## src/rtl/core/wto_pkg.sv

```systemverilog
// ----------------------------------------------------------------------------
// wto_pkg
// Shared types and constants of the wavetable oscillator: table geometry,
// function codes, register indexes and the command that the front part
// hands to the back part.
// ----------------------------------------------------------------------------
package wto_pkg;

    // table geometry
    localparam int NUM_TABLES = 10;
    localparam int TABLE_SIZE = 1024;
    localparam int FRAC_BITS  = 16;

    localparam int IDX_W     = (TABLE_SIZE > 1) ? $clog2(TABLE_SIZE) : 1;
    localparam int MEM_DEPTH = NUM_TABLES * TABLE_SIZE;
    localparam int MEM_AW    = (MEM_DEPTH > 1) ? $clog2(MEM_DEPTH) : 1;
    localparam int TSEL_W    = 4;

    // command queue between front and back
    localparam int Q_DEPTH = 4;
    localparam int Q_PW    = $clog2(Q_DEPTH);
    localparam int Q_CW    = Q_PW + 1;

    // request function codes
    typedef enum logic [1:0] {
        FUNC_SAMPLE    = 2'd0,
        FUNC_WRITE     = 2'd1,
        FUNC_SET_PHASE = 2'd2
    } t_func;

    // configuration register indexes
    typedef enum logic [0:0] {
        CFG_PHASE_PER_FREQ = 1'b0,
        CFG_OCTAVE_SCALE   = 1'b1
    } t_cfg_idx;

    // classified command for the back part
    typedef struct packed {
        logic                      is_write;
        logic [TSEL_W-1:0]         octave;
        logic [31:0]               phase;
        logic [MEM_AW-1:0]         waddr;
        logic signed [15:0]        wval;
    } t_cmd;

    // queue status seen by both sides
    typedef struct packed {
        logic full;
        logic empty;
    } t_q_stat;

endpackage

```

## src/rtl/core/wto_queue.sv

```systemverilog
// ----------------------------------------------------------------------------
// wto_queue
// Short command queue that decouples the front part from the back part.
// ----------------------------------------------------------------------------
module wto_queue (
    input  logic              i_clk,
    input  logic              i_rst_n,
    input  logic              i_push,
    input  wto_pkg::t_cmd     i_cmd,
    input  logic              i_pop,
    output wto_pkg::t_cmd     o_cmd,
    output wto_pkg::t_q_stat  o_stat
);
    import wto_pkg::*;

    t_cmd            r_buf [Q_DEPTH];
    logic [Q_PW-1:0] r_wr;
    logic [Q_PW-1:0] r_rd;
    logic [Q_CW-1:0] r_count;

    // pointers and fill count
    always_ff @(posedge i_clk) begin
        if (!i_rst_n) begin
            r_wr    <= '0;
            r_rd    <= '0;
            r_count <= '0;
        end else begin
            if (i_push) begin
                r_wr <= r_wr + 1'b1;
            end
            if (i_pop) begin
                r_rd <= r_rd + 1'b1;
            end
            case ({i_push, i_pop})
                2'b10:   r_count <= r_count + 1'b1;
                2'b01:   r_count <= r_count - 1'b1;
                default: r_count <= r_count;
            endcase
        end
    end

    // storage
    always_ff @(posedge i_clk) begin
        if (i_push) begin
            r_buf[r_wr] <= i_cmd;
        end
    end

    assign o_cmd        = r_buf[r_rd];
    assign o_stat.full  = (r_count == Q_CW'(Q_DEPTH));
    assign o_stat.empty = (r_count == '0);

endmodule

```

## config.mk

```make
export PLATFORM = sky130hd
export DESIGN_NAME = wto_queue
export DESIGN_NICKNAME = d
export VERILOG_FILES = /design/src/rtl/core/wto_pkg.sv /design/src/rtl/core/wto_queue.sv
export SDC_FILE = /design/constraint.sdc
export NUM_CORES = 1
export LEC_CHECK = 0
export BUFFER_PORTS_ARGS = -buffer_cell sky130_fd_sc_hd__buf_2
export CAP_MARGIN = 20
export CORE_MARGIN = 2
export CORE_UTILIZATION = 57
export DETAILED_ROUTE_END_ITERATION = 16
export PLACE_DENSITY = 0.79
export SLEW_MARGIN = 5
export SYNTH_ARGS = -nofsm -noshare
export SYNTH_HDL_FRONTEND = slang
export SYNTH_SLANG_ARGS = --single-unit
```

## constraint.sdc

```tcl
create_clock -name i_clk -period 3.07 [get_ports i_clk]
set_clock_uncertainty 0.15 [all_clocks]
set_input_delay 0.1535 -clock i_clk [delete_from_list [all_inputs] [get_ports i_clk]]
set_output_delay 0.1535 -clock i_clk [all_outputs]
set_load 0.01 [all_outputs]
```

==> results.sh <==
export IMPL_status="complete, no violations"
export IMPL_drc_errors=0
export IMPL_tns_ns=0
export IMPL_num_rows=48
export IMPL_synth_seq_cells=277
export IMPL_grt_pass1_wl_um=27700
export IMPL_die_h_um=137.5
export IMPL_synth_seq_area_share=0.8105
export IMPL_yosys_area_share_adder=0.008134
export IMPL_finalHoldViolCount=0
export IMPL_critPathCaptureType="output port"
export IMPL_start_kind="flip-flop"
export IMPL_yosysWarningCount=0
export IMPL_ios=140
export IMPL_diodes=0
export IMPL_grt_pass1_vias=5003
export IMPL_cts_tree="yes"
export IMPL_place_congestion=0.7375
export IMPL_design_area_um2=12610
export IMPL_dpl_hpwl_um=10850
export IMPL_ant_nets=0
export IMPL_ys_types=22
export IMPL_synth_top_family_by_area="multiplexers"
export IMPL_fmax_mhz=424.4
export IMPL_dieArea_um2=18890
export IMPL_final_min_clock_period_ns=2.356
export IMPL_routed_wirelength_um=18280
export IMPL_nets=706
export IMPL_h_tree_depth=1
export IMPL_clk_path_buf_depth=3
export IMPL_finalCritPeriodShare=0.7674
export IMPL_post_cts_buffers=0
export IMPL_worstPathRequired_ns=2.77
export IMPL_synth_cell_area_um2=10150
export IMPL_grt_max_degree=43
export IMPL_synth_xor_xnor_area_share=0.004314
export IMPL_slew_headroom=0.5887
export IMPL_hold_class="primary input to flip-flop"
export IMPL_clock_sinks=277
export IMPL_finalSetupViolCount=0
export IMPL_syn2layout_area_growth_pct=24.25
export IMPL_synth_top_area_share=0.7927
export IMPL_rsz0062_at_grt="no"
export IMPL_coreArea_um2=17360
export IMPL_clk_pin_slew_worst_paths_ns=0.06
export IMPL_leakage_nw=4.322
export IMPL_vias=4848
export IMPL_track_usage=0.1981
export IMPL_wl_per_cell_um=21.03
export IMPL_synth_compound_area_share=0.001725
export IMPL_drt_iter0_markers=270
export IMPL_drive_gt1_frac=0.3898
export IMPL_insertion_delay_ns=0.51
export IMPL_viasPerCell=5.579
export IMPL_drv_slew=0
export IMPL_synthMuxAreaShare=0.1496
export IMPL_cts_root_buf="clkbuf_16"
export IMPL_synth_nets=473
export IMPL_drt_pass1_iter_count=4
export IMPL_ir_drop_uv=621.6
export IMPL_cts_buffers=27
export IMPL_p_per_area_nw_per_um2=648.6
export IMPL_yosys_area_share_simple=0.009243
export IMPL_worstPathMaxFanout=35
export IMPL_drv_cap=0
export IMPL_worst_slew_pin_slew_ns=0.6170
export IMPL_critPathKind="flip-flop to output port"
export IMPL_synth_avg_cell_area_um2=25.64
export IMPL_port_buffer_count=139
export IMPL_cp_arrival_ns=2.05
export IMPL_synthTopCellsByArea="edfxtp_1, mux4_2, dfxtp_1"
export IMPL_antenna_found_initial=0
export IMPL_yosysTopAreaCell="edfxtp_1"
export IMPL_placed_area_um2=11130
export IMPL_fp_dieW_um=137.5
export IMPL_start_util=0.5849
export IMPL_grt_overflow_total=0
export IMPL_syn_instance_count=396
area by class of cell:
class,instances,area [µm²]
well taps,225,281.5
repair buffers,219,1536
multi-input cells,98,1767
clock buffers,34,701.9
fillers,996,4742
inverters,6,22.52
clock inverters,10,70.07
flip-flops and latches,277,8235
Yosys cell counts:
library cell,count
edfxtp_1,268
mux4_2,67
and2_1,10
dfxtp_1,9
inv_1,6
ha_1,5
buf_12,4
buf_2,4
buf_1,3
buf_4,3
xor2_1,3
nand2_1,2
o21ai_0,2
xnor2_1,2
a21boi_0,1
and3_1,1
buf_6,1
fa_1,1
mux2i_1,1
nor2b_1,1
nor3_1,1
or3_1,1
cell families (layout without fill, tap and decap cells):
logic type               count (synthesis)  count (layout)
AND/OR/NAND/NOR                         16              16
buffers and inverters                   21             269
flip-flops                             277             277
AO/OA/AOI/OAI                            3               3
adder cells (fa/ha/maj)                  6               6
multiplexers                            68              68
XOR/XNOR                                 5               5
where the power goes:
part	internal, mW	total [mW]	switching (mW)
logic	0.429	0.856	0.426
registers	4.34	4.40	0.0617
clock network	1.68	2.92	1.24
total	6.45	8.18	1.73
worst paths after layout:
path                       end  startpoint  cells past startpoint  slack, ns
hold / removal    r_buf[1][35]   i_cmd[35]                      2       0.24
setup / recovery     o_cmd[14]   flip-flop                      3       0.71
hold reg to reg     r_count[2]  r_count[2]                      2       0.38
setup reg to reg  r_buf[1][10]     r_wr[1]                      4       1.13
placed cells by master (no fill, tap or decap), drive strengths merged:
cell type,Yosys,final
a21boi,1,1
and2,10,10
and3,1,1
buf,15,148
bufinv,0,1
clkbuf,0,34
clkinv,0,8
dfxtp,9,9
dlygate4sd3,0,71
edfxtp,268,268
fa,1,1
ha,5,5
inv,6,7
mux2i,1,1
mux4,67,67
nand2,2,2
nor2b,1,1
nor3,1,1
o21ai,2,2
or3,1,1
xnor2,2,2
xor2,3,3
flip-flops by register name, indices dropped and copies added (netlist names), named ones only:
name and count:
r_wr 2, r_rd 2, r_buf 268, r_count 3
per-layer routing:
layer | global-route usage | share of wire | wire length (µm)
met3 | 0.04341 | 0.080 | 1461
met5 | 0 | 0 | 0
met2 | 0.3275 | 0.49 | 8949
met1 | 0.2783 | 0.42 | 7600
met4 | 0.04181 | 0.014 | 265
critical path, stage by stage, from the launching register on:
cell     delay (ns)
dfxtp_4        0.68
buf_12         0.29
mux4_2         0.37
buf_2          0.16
per-stage QoR:
stage	hold slack, ns	instances	utilization	power [mW]	setup slack [ns]
2_1_floorplan	0.1024	396	-	4.954	0.3746
3_3_place_gp	0.2139	754	0.6414	5.241	1.189
3_5_place_dp	0.2203	754	0.6414	5.278	1.116
4_1_cts	0.2180	869	0.7268	8.258	0.6452
5_1_grt	0.2223	869	0.7268	8.480	0.5803
6_report	0.2382	869	0.7268	8.182	0.7139
what timing repair did:
item | in CTS | in global routing
resized for setup | 0 | 0
hold endpoints to repair | 277 | 0
hold buffers | 71 | 0
Power figures use the tool's default switching activity.
