### src/rtl/core/wto_pkg.sv
// ----------------------------------------------------------------------------
// wto_pkg
// Shared types and constants of the wavetable oscillator: table geometry,
// function codes, register indexes and the command that the front part
// hands to the back part.
// ----------------------------------------------------------------------------
package wto_pkg;

    // table geometry
    localparam int NUM_TABLES = 10;
    localparam int TABLE_SIZE = 1024;
    localparam int FRAC_BITS  = 16;

    localparam int IDX_W     = (TABLE_SIZE > 1) ? $clog2(TABLE_SIZE) : 1;
    localparam int MEM_DEPTH = NUM_TABLES * TABLE_SIZE;
    localparam int MEM_AW    = (MEM_DEPTH > 1) ? $clog2(MEM_DEPTH) : 1;
    localparam int TSEL_W    = 4;

    // command queue between front and back
    localparam int Q_DEPTH = 4;
    localparam int Q_PW    = $clog2(Q_DEPTH);
    localparam int Q_CW    = Q_PW + 1;

    // request function codes
    typedef enum logic [1:0] {
        FUNC_SAMPLE    = 2'd0,
        FUNC_WRITE     = 2'd1,
        FUNC_SET_PHASE = 2'd2
    } t_func;

    // configuration register indexes
    typedef enum logic [0:0] {
        CFG_PHASE_PER_FREQ = 1'b0,
        CFG_OCTAVE_SCALE   = 1'b1
    } t_cfg_idx;

    // classified command for the back part
    typedef struct packed {
        logic                      is_write;
        logic [TSEL_W-1:0]         octave;
        logic [31:0]               phase;
        logic [MEM_AW-1:0]         waddr;
        logic signed [15:0]        wval;
    } t_cmd;

    // queue status seen by both sides
    typedef struct packed {
        logic full;
        logic empty;
    } t_q_stat;

endpackage

### src/rtl/core/wto_front.sv
// ----------------------------------------------------------------------------
// wto_front
// Accepts requests, holds the configuration registers and the phase
// accumulator, picks the octave table and queues sample and write commands.
// ----------------------------------------------------------------------------
module wto_front (
    input  logic                  i_clk,
    input  logic                  i_rst_n,
    // request side
    input  logic                  push,
    output logic                  full,
    input  logic [1:0]            i_func,
    input  logic [23:0]           i_frequency,
    input  logic [3:0]            i_table_select,
    input  logic [9:0]            i_table_addr,
    input  logic signed [15:0]    i_table_value,
    input  logic [31:0]           i_phase_value,
    // configuration writes
    input  logic                  i_cfg_valid,
    input  logic                  i_cfg_idx,
    input  logic [31:0]           i_cfg_data,
    // command queue
    output logic                  o_q_push,
    output wto_pkg::t_cmd         o_q_cmd,
    input  wto_pkg::t_q_stat      i_q_stat
);
    import wto_pkg::*;

    // configuration registers
    logic [31:0] r_ppf;
    logic [15:0] r_oscale;

    // stage one registers
    logic                  r_f1_valid;
    logic [1:0]            r_f1_func;
    logic [55:0]           r_f1_inc_prod;
    logic [39:0]           r_f1_oct_prod;
    logic [MEM_AW-1:0]     r_f1_waddr;
    logic                  r_f1_wok;
    logic signed [15:0]    r_f1_wval;
    logic [31:0]           r_f1_phase_val;

    // phase accumulator
    logic [31:0] r_phase;

    logic              need_push;
    logic              stall;
    logic              accept;
    logic [TSEL_W-1:0] msb_m;
    logic [TSEL_W-1:0] octave;
    logic [MEM_AW-1:0] waddr_in;
    logic              wok_in;

    // configuration writes, always ready
    always_ff @(posedge i_clk) begin
        if (!i_rst_n) begin
            r_ppf    <= 32'd22906492;
            r_oscale <= 16'd3277;
        end else if (i_cfg_valid) begin
            case (t_cfg_idx'(i_cfg_idx))
                CFG_PHASE_PER_FREQ: r_ppf    <= i_cfg_data;
                CFG_OCTAVE_SCALE:   r_oscale <= i_cfg_data[15:0];
                default:            r_ppf    <= r_ppf;
            endcase
        end
    end

    // stall only when a command is waiting for a full queue
    always_comb begin
        need_push = r_f1_valid && ((r_f1_func == FUNC_SAMPLE) ||
                    ((r_f1_func == FUNC_WRITE) && r_f1_wok));
        stall     = need_push && i_q_stat.full;
        full      = stall;
        accept    = push && !stall;
        o_q_push  = need_push && !stall;
    end

    // write address and range check
    always_comb begin
        waddr_in = MEM_AW'(32'(i_table_select) * TABLE_SIZE + 32'(i_table_addr));
        wok_in   = (32'(i_table_select) < NUM_TABLES) &&
                   (32'(i_table_addr) < TABLE_SIZE);
    end

    // stage one: increment and octave products
    always_ff @(posedge i_clk) begin
        if (!i_rst_n) begin
            r_f1_valid <= 1'b0;
        end else if (!stall) begin
            r_f1_valid <= push;
        end
    end

    always_ff @(posedge i_clk) begin
        if (accept) begin
            r_f1_func      <= i_func;
            r_f1_inc_prod  <= 56'(i_frequency) * 56'(r_ppf);
            r_f1_oct_prod  <= 40'(i_frequency) * 40'(r_oscale);
            r_f1_waddr     <= waddr_in;
            r_f1_wok       <= wok_in;
            r_f1_wval      <= i_table_value;
            r_f1_phase_val <= i_phase_value;
        end
    end

    // phase advances as each sample request leaves stage one; a set-phase request loads it
    always_ff @(posedge i_clk) begin
        if (!i_rst_n) begin
            r_phase <= '0;
        end else if (r_f1_valid && !stall) begin
            case (r_f1_func)
                FUNC_SAMPLE:    r_phase <= r_phase + r_f1_inc_prod[47:16];
                FUNC_SET_PHASE: r_phase <= r_f1_phase_val;
                default:        r_phase <= r_phase;
            endcase
        end
    end

    // octave from the leading one of the scaled frequency
    always_comb begin
        msb_m = '0;
        for (int i = 25; i < 40; i++) begin
            if (r_f1_oct_prod[i]) begin
                msb_m = TSEL_W'(i - 24);
            end
        end
        if (32'(msb_m) > NUM_TABLES - 1) begin
            octave = TSEL_W'(NUM_TABLES - 1);
        end else begin
            octave = msb_m;
        end
    end

    // command toward the back part
    always_comb begin
        o_q_cmd.is_write = (r_f1_func == FUNC_WRITE);
        o_q_cmd.octave   = octave;
        o_q_cmd.phase    = r_phase;
        o_q_cmd.waddr    = r_f1_waddr;
        o_q_cmd.wval     = r_f1_wval;
    end

endmodule

### config.mk
export PLATFORM = sky130hd
export DESIGN_NAME = wto_front
export DESIGN_NICKNAME = d
export VERILOG_FILES = /design/src/rtl/core/wto_pkg.sv /design/src/rtl/core/wto_front.sv
export SDC_FILE = /design/constraint.sdc
export NUM_CORES = 2
export LEC_CHECK = 0
export ABC_AREA = 1
export BUFFER_PORTS_ARGS = -buffer_cell sky130_fd_sc_hd__buf_4
export CAP_MARGIN = 20
export CORE_MARGIN = 2
export CORE_UTILIZATION = 42
export CTS_CLUSTER_SIZE = 30
export DETAILED_ROUTE_END_ITERATION = 10
export GPL_ROUTABILITY_DRIVEN = 0
export GPL_TIMING_DRIVEN = 0
export HOLD_SLACK_MARGIN = 0.05
export PLACE_DENSITY_LB_ADDON = 0.15
export SLEW_MARGIN = 20
export SYNTH_ARGS = -nofsm -noshare
export SYNTH_HDL_FRONTEND = slang
export SYNTH_SLANG_ARGS = --single-unit
### constraint.sdc
create_clock -name i_clk -period 7.1 [get_ports i_clk]
set_input_delay 1.065 -clock i_clk [delete_from_list [all_inputs] [get_ports i_clk]]
set_output_delay 1.065 -clock i_clk [all_outputs]
set_load 0.02 [all_outputs]
==> results.ini <==
[logic_synthesis]
synth_cell_types = 45
yosysSeqAreaShare_pct = 10.9
synthArstFlopShare_pct = 0
synth-edff-count = 112
synth_top_area_share_pct = 41.1
synth_flop_cell = edfxtp_1
yosys_warnings = 0
synth_fp_nets = 7343
netlist_instances = 6004
syn_area_um2 = 45600
ys_seq_elements = 193
yosys-top-cells-area = fa_1 41%, nand2_1 14%, inv_1 14%, ha_1 7.5%, edfxtp_1 7.4%
synth_top_area_cell = fa_1
syn_avg_cell_area_um2 = 7.60

[sta]
slew_violations = 0
tns_ns = 0
setup_viol = 0
slew_headroom_pct = 16.8
finalHoldViolations = 0
min_period_ns = 7.05
tightestPinTransition_ns = 1.25
skew_ns = 0.0265
max_freq_ghz = 0.142
finalCritPeriodShare_pct = 99.3

[global_route]
grt_max_degree = 69
grt_pass1_wl_um = 241000
grt_overflow = 0
track_usage_pct = 29.4
grt_pass1_vias = 39167
antenna_found_initial = 1

[worst_setup_path]
worstPathMaxFanout = 10
crit_type = primary input to flop
required_ns = 7.40
cp-start-kind = primary input
crit_arrival_ns = 7.35
cp-end-kind = flop

[floorplan]
start_util_pct = 42.5
core_region_area_um2 = 107000
num_rows = 120
die_y_um = 334
die_w_um = 334
ios = 196
dieArea_um2 = 111000

[clock_network]
h-tree-depth = 4
clkSinkCount = 193
numCtsBuffers = 17
cts_tree = done
hold_buffers = 0
cts.reportedPaths.clkPinSlew_ns = 0.09
cts_buffer_depth = 2
cts_root_buf = clkbuf_16
clk_latency_ns = 0.56

[outcome]
status = complete, no violations

[layout]
drive_gt1_share_pct = 6.96
syn_to_final_growth_pct = 9.08
final_cells = 7584
fin_util_pct = 46.4
nNetsFinal = 7506

[route]
wirelength_um = 160000
drt_iter0_markers = 3485
viasPerCell = 5.10
ant_nets = 0
wl_per_cell_um = 21.1
drcViolationCount = 0
vias = 38713
dr.pass1.iters = 6

[placed_design]
io_buffer_count = 172
dp_hpwl_um = 135000
place_inst = 7580

[worst_hold_path]
hp-class = flop to flop

[flow_run]
max_cap_viol_count = 0

==> state kept, by name (all words and copies together) (netlist names) <==
signal	cells
r_f1_func	2
r_f1_wok	1
r_f1_waddr	14
r_oscale	16
r_f1_valid	1
r_phase	32
r_f1_wval	16
r_f1_phase_val	32
r_ppf	32
r_f1_oct_prod	15
r_f1_inc_prod	32
==> routing by layer <==
layer	GRT usage (%)	share of wire (%)
met5	0	0
met2	45.8	44
met1	39.5	41
met4	10.9	4.4
met3	7.29	11
==> synthesized netlist by cell type, types with 2 or more instances <==
cell	count
a211oi_1	4
a21boi_0	6
a21boi_1	2
a21o_1	14
a21oi_1	141
a31oi_1	13
and2_1	7
and3_1	6
buf_1	38
buf_2	5
clkbuf_1	238
dfxtp_1	81
edfxtp_1	112
fa_1	937
ha_1	275
inv_1	1694
inv_2	9
nand2_1	1756
nand2_2	3
nand3_1	127
nand4_1	24
nor2_1	285
nor3_1	24
nor4_1	9
nor4_2	3
o211ai_1	2
o21a_1	4
o21ai_0	92
o21ai_1	9
o21bai_1	18
o22ai_1	3
xnor2_1	14
xor2_1	37
==> through the flow <==
| stage | hold WS [ns] | instance area, um^2 | setup WS (ns) |
|---|---|---|---|
| finish | 0.516 | 49800 | 0.0492 |
| global route | 0.527 | 49800 | -0.0154 |
| CTS | 0.515 | 49600 | 0.00391 |
| detailed placement | 0.501 | 48700 | -1.55 |
| global placement | 0.501 | 48700 | -1.54 |
| floorplan | 0.493 | 45600 | 0.218 |
==> what timing repair did <==
action,4_1_cts,5_1_grt
buffers inserted,0,0
setup endpoints to repair,44,40
pin swaps,0,1
resized for setup,167,247
==> cell usage in the layout (no fill, tap or decap), types with 80 or more instances in the layout <==
cell	synthesis	routed
nand2_1	1756	1754
ha_1	275	271
clkbuf_1	238	80
buf_4	1	183
o21ai_0	92	92
inv_1	1694	1693
clkbuf_2	0	87
a21oi_1	141	141
nand3_1	127	126
edfxtp_1	112	112
nor2_1	285	283
fa_1	937	937
==> layout make-up <==
type                    instances  area [um^2]
diodes                          1         2.50
plain buffers                 253         1380
clock buffers                  17          425
clock inverters                15          230
fillers                     10948        57600
inverters                    1704         6400
multi-input cells            3825        33300
flip-flops and latches        193         5010
well taps                    1403         1760
repair buffers                173         1320
==> cell families after synthesis <==
kind of cell | Yosys count | share of synthesized area, %
AND/OR/NAND/NOR | 2249 | 19.3
flip-flops | 193 | 10.9
AO/OA/AOI/OAI | 313 | 3.80
XOR/XNOR | 51 | 0.979
adder cells (fa/ha/maj) | 1212 | 48.7
buffers and inverters | 1986 | 16.4
==> path summary, 6_finish.rpt <==
kind,from,endpoint,slack [ns],depth (start not counted)
worst max-delay path,i_frequency[13],r_f1_inc_prod[47]$_DFFE_PP_,0.05,22
worst min-delay path,r_phase[9]$_SDFFE_PN0P_,r_phase[9]$_SDFFE_PN0P_,0.52,2
worst max register to register,r_ppf[16]$_SDFFE_PN1P_,r_f1_inc_prod[33]$_DFFE_PP_,0.20,24
worst min register to register,r_phase[9]$_SDFFE_PN0P_,r_phase[9]$_SDFFE_PN0P_,0.52,2
==> critical path, stage by stage <==
cell	delay [ns]
buf_1	0.89
nand2_1	0.20
fa_1	0.55
inv_1	0.05
fa_1	0.47
fa_1	0.52
inv_1	0.06
fa_1	0.49
fa_1	0.49
inv_1	0.05
fa_1	0.65
ha_1	0.30
ha_1	0.41
nand2_1	0.19
nor2_1	0.21
nand2_1	0.14
nor2_1	0.20
nand2_1	0.08
a21oi_1	0.14
nor2_1	0.07
nand3_1	0.06
nand2_1	0.08
Power is not shown: default switching activity piles up to over one toggle a cycle in this logic, so the estimate is an artifact.
